--- src/hw/rtl/wsfb_pkg.sv ---
// Package for the WebSocket frame builder: field widths, command codes,
// configuration register indexes and length-encoding constants.
// Depends on nothing; imported by websocket_frame_builder.
`timescale 1ns / 1ps

package wsfb_pkg;

  localparam int LENGTH_BITS_DEF = 32;
  localparam int FLEN_W          = 32;
  localparam int CFG_W           = 32;
  localparam int CFG_IDX_W       = 3;
  localparam int HDR_MAX         = 14;
  localparam int HDR_CNT_W       = 4;

  typedef logic [7:0]           byte_t;
  typedef logic [CFG_IDX_W-1:0] cfg_idx_t;

  localparam cfg_idx_t CFG_FIN    = 3'd0;
  localparam cfg_idx_t CFG_RSV    = 3'd1;
  localparam cfg_idx_t CFG_OPCODE = 3'd2;
  localparam cfg_idx_t CFG_MASK   = 3'd3;
  localparam cfg_idx_t CFG_KEY    = 3'd4;

  localparam logic CMD_START = 1'b0;
  localparam logic CMD_DATA  = 1'b1;

  localparam logic [6:0] LEN7_MID  = 7'd126;
  localparam logic [6:0] LEN7_LONG = 7'd127;
  localparam logic [6:0] LEN7_SHORT_MAX = 7'd125;

  localparam logic [3:0] OPCODE_TEXT = 4'h1;

endpackage

--- src/hw/rtl/websocket_frame_builder.sv ---
// Top level of the WebSocket frame builder: header sequencer, payload masking
// and the result register, all in one module.
// Depends on wsfb_pkg.
//
//  channel  direction  ports                                         handshake
//  in       input      in_cmd, in_frame_length, in_data_byte         in_valid / in_stall
//  out      output     out_byte, out_is_header, out_run_last,        out_valid / out_stall
//                      out_frame_end
//  cfg      input      cfg_index, cfg_wdata                          cfg_we
//
// Payload words may follow each other every cycle while the output is not stalled.
// A start word produces 2 to 14 header bytes, which leave the result register in
// turn; the header shift register holds the input off meanwhile.
// Reset is synchronous and active low; it restores the register defaults and
// closes any open frame. A stalled result holds, and the input is stalled only
// while the result register is full and stalled or a header run is pending.
`timescale 1ns / 1ps

module websocket_frame_builder #(
  parameter int LENGTH_BITS = wsfb_pkg::LENGTH_BITS_DEF
) (
  input  logic                           clk,
  input  logic                           rst_n,
  input  logic                           in_valid,
  output logic                           in_stall,
  input  logic                           in_cmd,
  input  logic [wsfb_pkg::FLEN_W-1:0]    in_frame_length,
  input  logic [7:0]                     in_data_byte,
  output logic                           out_valid,
  input  logic                           out_stall,
  output logic [7:0]                     out_byte,
  output logic                           out_is_header,
  output logic                           out_run_last,
  output logic                           out_frame_end,
  input  logic                           cfg_we,
  input  logic [wsfb_pkg::CFG_IDX_W-1:0] cfg_index,
  input  logic [wsfb_pkg::CFG_W-1:0]     cfg_wdata
);
  import wsfb_pkg::*;

  localparam int LEN_W = (LENGTH_BITS < FLEN_W) ? LENGTH_BITS : FLEN_W;

  logic              fin_r;
  logic [2:0]        rsv_r;
  logic [3:0]        opcode_r;
  logic              mask_en_r;
  logic [31:0]       mask_key_r;

  logic [LEN_W-1:0]  bytes_rem_r;
  logic [1:0]        key_phase_r;
  logic              frame_open_r;

  logic [HDR_MAX-2:0][7:0] hdr_r;
  logic [HDR_CNT_W-1:0]    hdr_cnt_r;
  logic                    hdr_zero_r;

  logic              out_valid_r;
  byte_t             out_byte_r;
  logic              out_hdr_r;
  logic              out_last_r;
  logic              out_end_r;

  logic              out_free;
  logic              in_accept;
  logic [LEN_W-1:0]  len;
  logic [63:0]       len_ext;
  logic              len_long;
  logic              len_mid;
  logic              len_zero;
  logic [HDR_MAX-1:0][7:0] hdr_bytes;
  logic [HDR_CNT_W-1:0]    hdr_rest;
  byte_t             key_byte;
  byte_t             pay_byte;
  logic [LEN_W-1:0]  bytes_rem_dec;

  assign out_free  = !out_valid_r || !out_stall;
  assign in_stall  = (hdr_cnt_r != '0) || !out_free;
  assign in_accept = in_valid && !in_stall;

  assign len      = in_frame_length[LEN_W-1:0];
  assign len_ext  = {{(64-LEN_W){1'b0}}, len};
  assign len_long = (len_ext[63:16] != '0);
  assign len_mid  = !len_long && (len_ext[15:0] > {9'd0, LEN7_SHORT_MAX});
  assign len_zero = (len == '0);

  always_comb begin
    hdr_bytes    = '0;
    hdr_bytes[0] = {fin_r, rsv_r, opcode_r};
    if (len_long) begin
      hdr_bytes[1] = {mask_en_r, LEN7_LONG};
      for (int i = 0; i < 8; i++) begin
        hdr_bytes[2+i] = len_ext[8*(7-i) +: 8];
      end
      for (int k = 0; k < 4; k++) begin
        hdr_bytes[10+k] = mask_key_r[8*(3-k) +: 8];
      end
      hdr_rest = mask_en_r ? 4'd13 : 4'd9;
    end else if (len_mid) begin
      hdr_bytes[1] = {mask_en_r, LEN7_MID};
      hdr_bytes[2] = len_ext[15:8];
      hdr_bytes[3] = len_ext[7:0];
      for (int k = 0; k < 4; k++) begin
        hdr_bytes[4+k] = mask_key_r[8*(3-k) +: 8];
      end
      hdr_rest = mask_en_r ? 4'd7 : 4'd3;
    end else begin
      hdr_bytes[1] = {mask_en_r, len_ext[6:0]};
      for (int k = 0; k < 4; k++) begin
        hdr_bytes[2+k] = mask_key_r[8*(3-k) +: 8];
      end
      hdr_rest = mask_en_r ? 4'd5 : 4'd1;
    end
  end

  always_comb begin
    case (key_phase_r)
      2'd0:    key_byte = mask_key_r[31:24];
      2'd1:    key_byte = mask_key_r[23:16];
      2'd2:    key_byte = mask_key_r[15:8];
      default: key_byte = mask_key_r[7:0];
    endcase
  end

  assign pay_byte      = in_data_byte ^ (mask_en_r ? key_byte : 8'h00);
  assign bytes_rem_dec = bytes_rem_r - {{(LEN_W-1){1'b0}}, 1'b1};

  always_ff @(posedge clk) begin
    if (!rst_n) begin
      fin_r      <= 1'b1;
      rsv_r      <= 3'd0;
      opcode_r   <= OPCODE_TEXT;
      mask_en_r  <= 1'b0;
      mask_key_r <= 32'd0;
    end else if (cfg_we) begin
      case (cfg_index)
        CFG_FIN:    fin_r      <= cfg_wdata[0];
        CFG_RSV:    rsv_r      <= cfg_wdata[2:0];
        CFG_OPCODE: opcode_r   <= cfg_wdata[3:0];
        CFG_MASK:   mask_en_r  <= cfg_wdata[0];
        CFG_KEY:    mask_key_r <= cfg_wdata[31:0];
        default:    ;
      endcase
    end
  end

  always_ff @(posedge clk) begin
    if (!rst_n) begin
      bytes_rem_r  <= '0;
      key_phase_r  <= 2'd0;
      frame_open_r <= 1'b0;
      hdr_cnt_r    <= '0;
      out_valid_r  <= 1'b0;
    end else begin
      if (hdr_cnt_r != '0) begin
        if (out_free) begin
          out_valid_r <= 1'b1;
          out_byte_r  <= hdr_r[0];
          out_hdr_r   <= 1'b1;
          out_last_r  <= (hdr_cnt_r == 4'd1);
          out_end_r   <= (hdr_cnt_r == 4'd1) && hdr_zero_r;
          hdr_r       <= hdr_r >> 8;
          hdr_cnt_r   <= hdr_cnt_r - 4'd1;
        end
      end else if (in_accept && in_cmd == CMD_START) begin
        out_valid_r  <= 1'b1;
        out_byte_r   <= hdr_bytes[0];
        out_hdr_r    <= 1'b1;
        out_last_r   <= 1'b0;
        out_end_r    <= 1'b0;
        hdr_r        <= hdr_bytes[HDR_MAX-1:1];
        hdr_cnt_r    <= hdr_rest;
        hdr_zero_r   <= len_zero;
        bytes_rem_r  <= len;
        key_phase_r  <= 2'd0;
        frame_open_r <= !len_zero;
      end else if (in_accept && frame_open_r) begin
        out_valid_r  <= 1'b1;
        out_byte_r   <= pay_byte;
        out_hdr_r    <= 1'b0;
        out_last_r   <= 1'b1;
        out_end_r    <= (bytes_rem_dec == '0);
        bytes_rem_r  <= bytes_rem_dec;
        key_phase_r  <= key_phase_r + 2'd1;
        frame_open_r <= (bytes_rem_dec != '0);
      end else if (out_free) begin
        out_valid_r <= 1'b0;
      end
    end
  end

  assign out_valid     = out_valid_r;
  assign out_byte      = out_byte_r;
  assign out_is_header = out_hdr_r;
  assign out_run_last  = out_last_r;
  assign out_frame_end = out_end_r;

  a_open_matches_count: assert property (@(posedge clk) disable iff (!rst_n)
    frame_open_r == (bytes_rem_r != '0))
    else $error("Open frame flag disagrees with the remaining byte count.");

  a_end_is_last: assert property (@(posedge clk) disable iff (!rst_n)
    out_valid_r && out_end_r |-> out_last_r)
    else $error("Frame end flagged on a word that does not close its run.");

  a_start_opens_header: assert property (@(posedge clk) disable iff (!rst_n)
    in_accept && in_cmd == CMD_START |=> out_valid_r && out_hdr_r && !out_last_r
      && hdr_cnt_r != '0)
    else $error("Start word did not begin a header run.");

  a_run_holds_output: assert property (@(posedge clk) disable iff (!rst_n)
    hdr_cnt_r != '0 |-> out_valid_r && out_hdr_r && !out_last_r)
    else $error("Pending header bytes without a header word in the result register.");

endmodule
--- config.mk ---
export PLATFORM = sky130hd
export DESIGN_NAME = websocket_frame_builder
export DESIGN_NICKNAME = d
export VERILOG_FILES = /design/src/hw/rtl/wsfb_pkg.sv /design/src/hw/rtl/websocket_frame_builder.sv
export SDC_FILE = /design/constraint.sdc
export NUM_CORES = 1
export LEC_CHECK = 0
export CAP_MARGIN = 10
export CORE_AREA = 2 2 198 200
export CTS_BUF_LIST = sky130_fd_sc_hd__clkbuf_4 sky130_fd_sc_hd__clkbuf_8
export CTS_CLUSTER_SIZE = 28
export DETAILED_ROUTE_END_ITERATION = 8
export DIE_AREA = 0 0 200 202
export DONT_BUFFER_PORTS = 1
export SYNTH_ARGS = -nofsm -noshare
export SYNTH_HDL_FRONTEND = slang
export SYNTH_SLANG_ARGS = --single-unit
--- constraint.sdc ---
create_clock -name clk -period 3.98 [get_ports clk]
set_input_delay 0.398 -clock clk [delete_from_list [all_inputs] [get_ports clk]]
set_output_delay 0.398 -clock clk [all_outputs]
set_load 0.01 [all_outputs]
==> results.yml, run 1 <==
worst_setup_path:
  worst-r2r-setup-slack_ns: 0.98
  crit_fanout: 44
  endpoint_kind: "flip-flop"
  critical_path_arrival_ns: 3.19
  worstSetupPathType: "reg2reg"
  crit_path_start_kind: "flip-flop"
  cp.required_ns: 4.17
layout:
  layout-drive-gt1-share_pct: 7.08
  stdcell_count: 1549
  diodes: 0
  final_core_utilization_pct: 28.1
  stdcell_area_sq_um: 10800
  nets: 1107
  syn2layout_area_growth_pct: 9.40
  fillers: 4058
drt:
  dr.pass1.iters: 6
  antenna_left: 0
  wl_per_cell_microns: 20.0
  routed_via_density: 5.18
  first_iter_violations: 1097
  vias: 8024
  routed_wl_mm: 31.0
  drcViolationCount: 0
yosys:
  ys_seq_elements: 197
  synth_edf_count: 116
  yosysTopAreaCell: "edfxtp_1"
  synth_area_leaders: "edfxtp_1, dfxtp_1, nand2_1"
  synth_nets: 1145
  yosysUniqueCellTypes: 63
  syn_avg_cell_area_sq_um: 9.33
  ys_warn_count: 0
  syn_area_sq_um: 9850
  ys_seq_area_share_pct: 51.8
  async_flop_share_pct: 0
  netlist_instances: 1056
  synth_ff_type: "edfxtp_1"
  synth_top_area_share_pct: 35.4
power_and_ir_drop:
  leakagePower_nw: 3.86
  p_total_mw: 7.63
  ir_drop_uv: 309
  p_seq_share_pct: 44.8
  switchingPower_mw: 3.14
  intPower_mw: 4.49
  clockPowerShare_pct: 17.8
  powerDensity_nw_per_um2: 708
  swShare_pct: 41.2
  combPwrFrac_pct: 37.4
clock_tree:
  clock-sinks: 197
  root_buffer: "clkbuf_8"
  htree_levels: 4
  clk-insertion-delay-late_ns: 0.52
  cts_made_buffers: 17
  path_clk_slew_ns: 0.13
  post_cts_buffers: 0
  cts_tree: "yes"
  clockBufferDepth: 2
sta:
  finalHoldViolations: 0
  worstMarginPinSlew_ns: 1.12
  finalMaxSlewViolations: 0
  fin_setup_tns_ns: 0
  relSlewSlack_pct: 25.5
  rsz0062_at_grt: "no"
  layout_min_cycle_time_ns: 3.00
  period_share_pct: 75.4
  skew_ns: 0.0335
  setup_viol: 0
  fmax_ghz: 0.333
run:
  drv_cap: 0
run_status:
  status: "finished clean"
global_route:
  grt_pass1_wl_mm: 46.8
  grt_max_degree: 86
  grt_use_total_pct: 15.4
  gr-total-overflow: 0
  antenna_found_initial: 0
  grt_pass1_vias: 7503
floorplan:
  die_w_microns: 200
  fp.coreArea_sq_um: 38300
  rows: 72
  dieHeight_microns: 202
  start_util_pct: 25.7
  io_pins: 94
  dieArea_sq_um: 40400
placed_design:
  place_congestion: 0.851
  place_inst: 1515
  hpwl_mm: 21.7
  port_buffers: 0
  postPlaceCellArea_sq_um: 10300
worst_hold_path:
  hold_class: "in2reg"
==> cell usage in the layout (no fill, tap or decap), types with 4 or more instances in the layout <==
cell type  instances
ha_1               8
a22oi_1            9
a21boi_0          32
a21oi_1           60
a222oi_1           8
a311oi_1           5
nand2_1          239
nor4_1            14
nand3_1           58
buf_4             16
or4_1              5
o22ai_1            5
o221ai_1           7
o21ai_0          101
a211o_1            8
nand4_1            5
or3_1              4
mux2i_1           31
and2_1             4
nor3_1            14
xnor2_1            8
nor4_4             4
clkbuf_8          17
nor2_1            46
nor2b_1           11
xor2_1            14
o22a_1             7
nor4_2             4
dfxtp_1           81
edfxtp_1         116
inv_1             11
inv_8              8
and3_1            12
==> what timing repair did <==
item | CTS | global route
hold endpoints to repair | 2 | 2
resized for setup | 0 | 0
hold buffers | 1 | 1
==> logic make-up after synthesis <==
logic type	Yosys count	share of synthesized area [%]
compound gates	268	17.0
buf+inv	88	3.57
fa+ha+maj	8	1.02
xor+xnor	23	2.12
simple gates	441	21.3
mux	31	3.15
flops	197	51.8
==> Yosys cell counts (31+ instances only) <==
| master | n |
|---|---|
| mux2i_1 | 31 |
| o21ai_0 | 101 |
| a21oi_1 | 60 |
| dfxtp_1 | 81 |
| nor2_1 | 46 |
| a21boi_0 | 33 |
| nand3_1 | 58 |
| nand2_1 | 240 |
| clkbuf_1 | 68 |
| edfxtp_1 | 116 |
==> area by class of cell <==
cell class	instances	area, sq um	area share, %
sequential	197	5100	47.4
multi-input combinational	771	4410	40.9
tap	518	648	6.01
clock buffer	17	234	2.17
clock inverter	15	171	1.59
timing repair buffer	19	160	1.49
inverter	12	45.0	0.418
==> worst max-delay path, stage by stage (launching register included) <==
cell	delay [ns]
dfxtp_1	0.38
inv_1	0.08
ha_1	0.31
nor3b_4	0.26
nand3_1	0.13
nor2_1	0.13
buf_4	0.20
nor2_1	0.08
clkinv_1	0.18
and3_4	0.58
buf_12	0.32
==> sequential cells by signal, summed over array words and instances, names as in the netlist <==
signal / count
hdr_r: 104
bytes_rem_r: 32
mask_key_r: 32
out_byte: 8
hdr_cnt_r: 4
opcode_r: 4
rsv_r: 3
key_phase_r: 2
fin_r: 1
frame_open_r: 1
hdr_zero_r: 1
mask_en_r: 1
out_frame_end: 1
out_is_header: 1
out_run_last: 1
out_valid: 1
==> per-layer routing <==
layer	up-vias	part of all wire [%]	global-route usage (%)	wire length, microns
met1	3904	45	22.4	14100
met4	0	1.5	3.97	459
met3	25	9.7	4.22	3010
met5	-	0	0	0
met2	349	43	22.3	13400
li1	3746	-	-	-
==> metrics by stage <==
stage | setup slack, ns | hold WS (ns)
after global routing | 0.761 | 0.00394
after global placement | 1.13 | 0.460
after floorplan | 0.742 | 0.439
after detailed placement | 1.03 | 0.471
final | 0.979 | 0.0316
after CTS | 1.02 | 0.00511
==> power by group through the flow <==
stage | Clock, mW | Combinational [mW] | Sequential, mW
2_1_floorplan | 0 | 2.17 | 3.33
3_3_place_gp | 0 | 2.78 | 3.45
5_1_grt | 1.46 | 3.20 | 3.48
3_5_place_dp | 0 | 2.81 | 3.46
4_1_cts | 1.38 | 2.82 | 3.41
6_report | 1.36 | 2.85 | 3.42
==> final timing paths <==
check,startpoint,end,cells after the start
worst max register to register,hdr_cnt_r[0],hdr_r[36],10
worst max-delay path,hdr_cnt_r[0],hdr_r[36],10
worst min register to register,fin_r,fin_r,2
worst min-delay path,cfg_wdata[26],mask_key_r[26],2
Power figures use the tool's default switching activity.
==> run 2, diff against run 1 <==
clock period = 3.01 ns   (was 3.98 ns; I/O delays follow)
==> run 2 against run 1 <==
Compared with the run above: via count about the same; cell count increased by 3.5%; setup slack got worse by 0.75 ns; register-to-register slack got worse by 0.75 ns; sequential power increased by 31%; clock skew decreased by 0.0048 ns; non-clock buffer count increased by 53; utilization increased by 1.5 points; global-route usage increased by 0.19 points; combinational power increased by 36%; critical path depth decreased by 1; maximum frequency increased by 7.8%; critical endpoint is now frame_open_r.
==> results.yml, run 2 (synthesized netlist as in run 1, its figures left out) <==
layout:
  nets: 1160
  stdcell_count: 1603
  largest_reg_flops: 104
  reg_top3: "hdr_r: 104 flops, bytes_rem_r: 32 flops, mask_key_r: 32 flops"
  top_register: "hdr_r"
  syn2layout_area_growth_pct: 15.4
  layout_common_cells: "nand2_1, edfxtp_1, o21ai_0, dfxtp_1, a21oi_1"
  final_common_cell: "nand2_1"
  layout-drive-gt1-share_pct: 7.66
floorplan:
  fp.coreArea_sq_um: 38300
  die_w_microns: 200
  dieHeight_microns: 202
  io_pins: 94
  start_util_pct: 25.7
  rows: 72
  dieArea_sq_um: 40400
clock_tree:
  clk-insertion-delay-late_ns: 0.50
  clock-sinks: 197
  clockBufferDepth: 2
  htree_levels: 4
  cts_tree: "yes"
  post_cts_buffers: 0
  root_buffer: "clkbuf_8"
  path_clk_slew_ns: 0.12
  cts_made_buffers: 17
sta:
  finalMaxSlewViolations: 0
  skew_ns: 0.0287
  fmax_ghz: 0.359
  setup_viol: 0
  rsz0062_at_grt: "no"
  layout_min_cycle_time_ns: 2.78
  period_share_pct: 92.5
  worstMarginPinSlew_ns: 0.728
  relSlewSlack_pct: 51.3
  worst_hold_slack_ns: 0.0147
  fin_setup_tns_ns: 0
  finalHoldViolations: 0
drt:
  antenna_left: 0
  drcViolationCount: 0
  routed_via_density: 5.00
  wl_per_cell_microns: 19.5
  dr.pass1.iters: 7
  first_iter_violations: 762
  vias: 8023
  routed_wl_mm: 31.3
power_and_ir_drop:
  leakagePower_nw: 4.12
  ir_drop_uv: 626
  powerDensity_nw_per_um2: 902
global_route:
  gr-total-overflow: 0
  grt_pass1_vias: 7602
  grt_pass1_wl_mm: 47.7
  antenna_found_initial: 2
  grt_use_total_pct: 15.6
  grt_max_degree: 109
worst_setup_path:
  critical-path-slowest-cell: "or3_1"
  crit_fanout: 7
  worst-r2r-setup-slack_ns: 0.23
  critical_path_arrival_ns: 3.18
  cp.required_ns: 3.41
  endpoint_kind: "flip-flop"
  cpLargestDelayFamily: "simple AND/OR/NAND/NOR gates"
  crit_path_start_kind: "flip-flop"
  worstSetupPathType: "reg2reg"
  critPathBufInv: 1
  max_stage_delay_ns: 0.43
  crit_chain: "inv_1 -> ha_1 -> nor3b_4 -> nand4_2 -> or3_1 -> xnor2_1 -> nor4_2 -> o2111ai_1 -> a41o_1"
placed_design:
  port_buffers: 0
  place_congestion: 0.874
  place_inst: 1524
  hpwl_mm: 21.2
worst_hold_path:
  hold_class: "in2reg"
run_status:
  status: "finished clean"
run:
  drv_cap: 0
run 2: cell types whose count changed in the layout (fill, tap and decap cells not counted), sizes merged:
cell,change
clkinvlp,-2
diode,+1
clkinv,+1
buf,+10
dlygate4sd3,+43
inv,+1
run 2: final timing paths:
kind                                           from         endpoint  cells past startpoint
worst min-delay path            in_frame_length[23]  bytes_rem_r[23]                      2
worst max register to register       bytes_rem_r[1]     frame_open_r                      9
worst max-delay path                 bytes_rem_r[1]     frame_open_r                      9
worst min register to register                fin_r            fin_r                      2
run 2: layout make-up:
| cell class | count | area, sq um |
|---|---|---|
| Sequential cell | 197 | 5100 |
| Clock buffer | 17 | 234 |
| Tap cell | 518 | 648 |
| Inverter | 12 | 45.0 |
| Antenna cell | 1 | 2.50 |
| Timing Repair Buffer | 72 | 711 |
| Fill cell | 4008 | 26900 |
| Clock inverter | 15 | 204 |
| Multi-Input combinational cell | 771 | 4420 |
run 2: per-stage QoR:
step | cell area, sq um | util (%) | setup slack, ns | total power, mW
floorplan | 9850 | - | 0.191 | 7.27
global placement | 10400 | 27.3 | 0.295 | 8.27
detailed placement | 10400 | 27.3 | 0.220 | 8.32
CTS | 11400 | 29.7 | 0.198 | 10.3
global route | 11400 | 29.7 | 0.0528 | 11.0
finish | 11400 | 29.7 | 0.226 | 10.3
run 2: repair_timing:
item,CTS,global route
endpoints found under the hold margin,84,0
setup endpoints to repair,0,2
hold buffers,46,0
gates resized for setup,0,1
run 2: power breakdown:
part	switching (mW)	internal [mW]
registers	0.470	4.02
clock network	1.21	0.677
logic	2.48	1.39
total	4.16	6.09
run 2: routing by layer:
metal	routed length (microns)	vias to the layer above	share of wire, %	track usage, %
li1	-	3848	-	-
met1	14500	3834	46	22.3
met2	13500	307	43	22.9
met3	2610	34	8.3	3.82
met4	737	0	2.4	5.00
met5	0	-	0	0
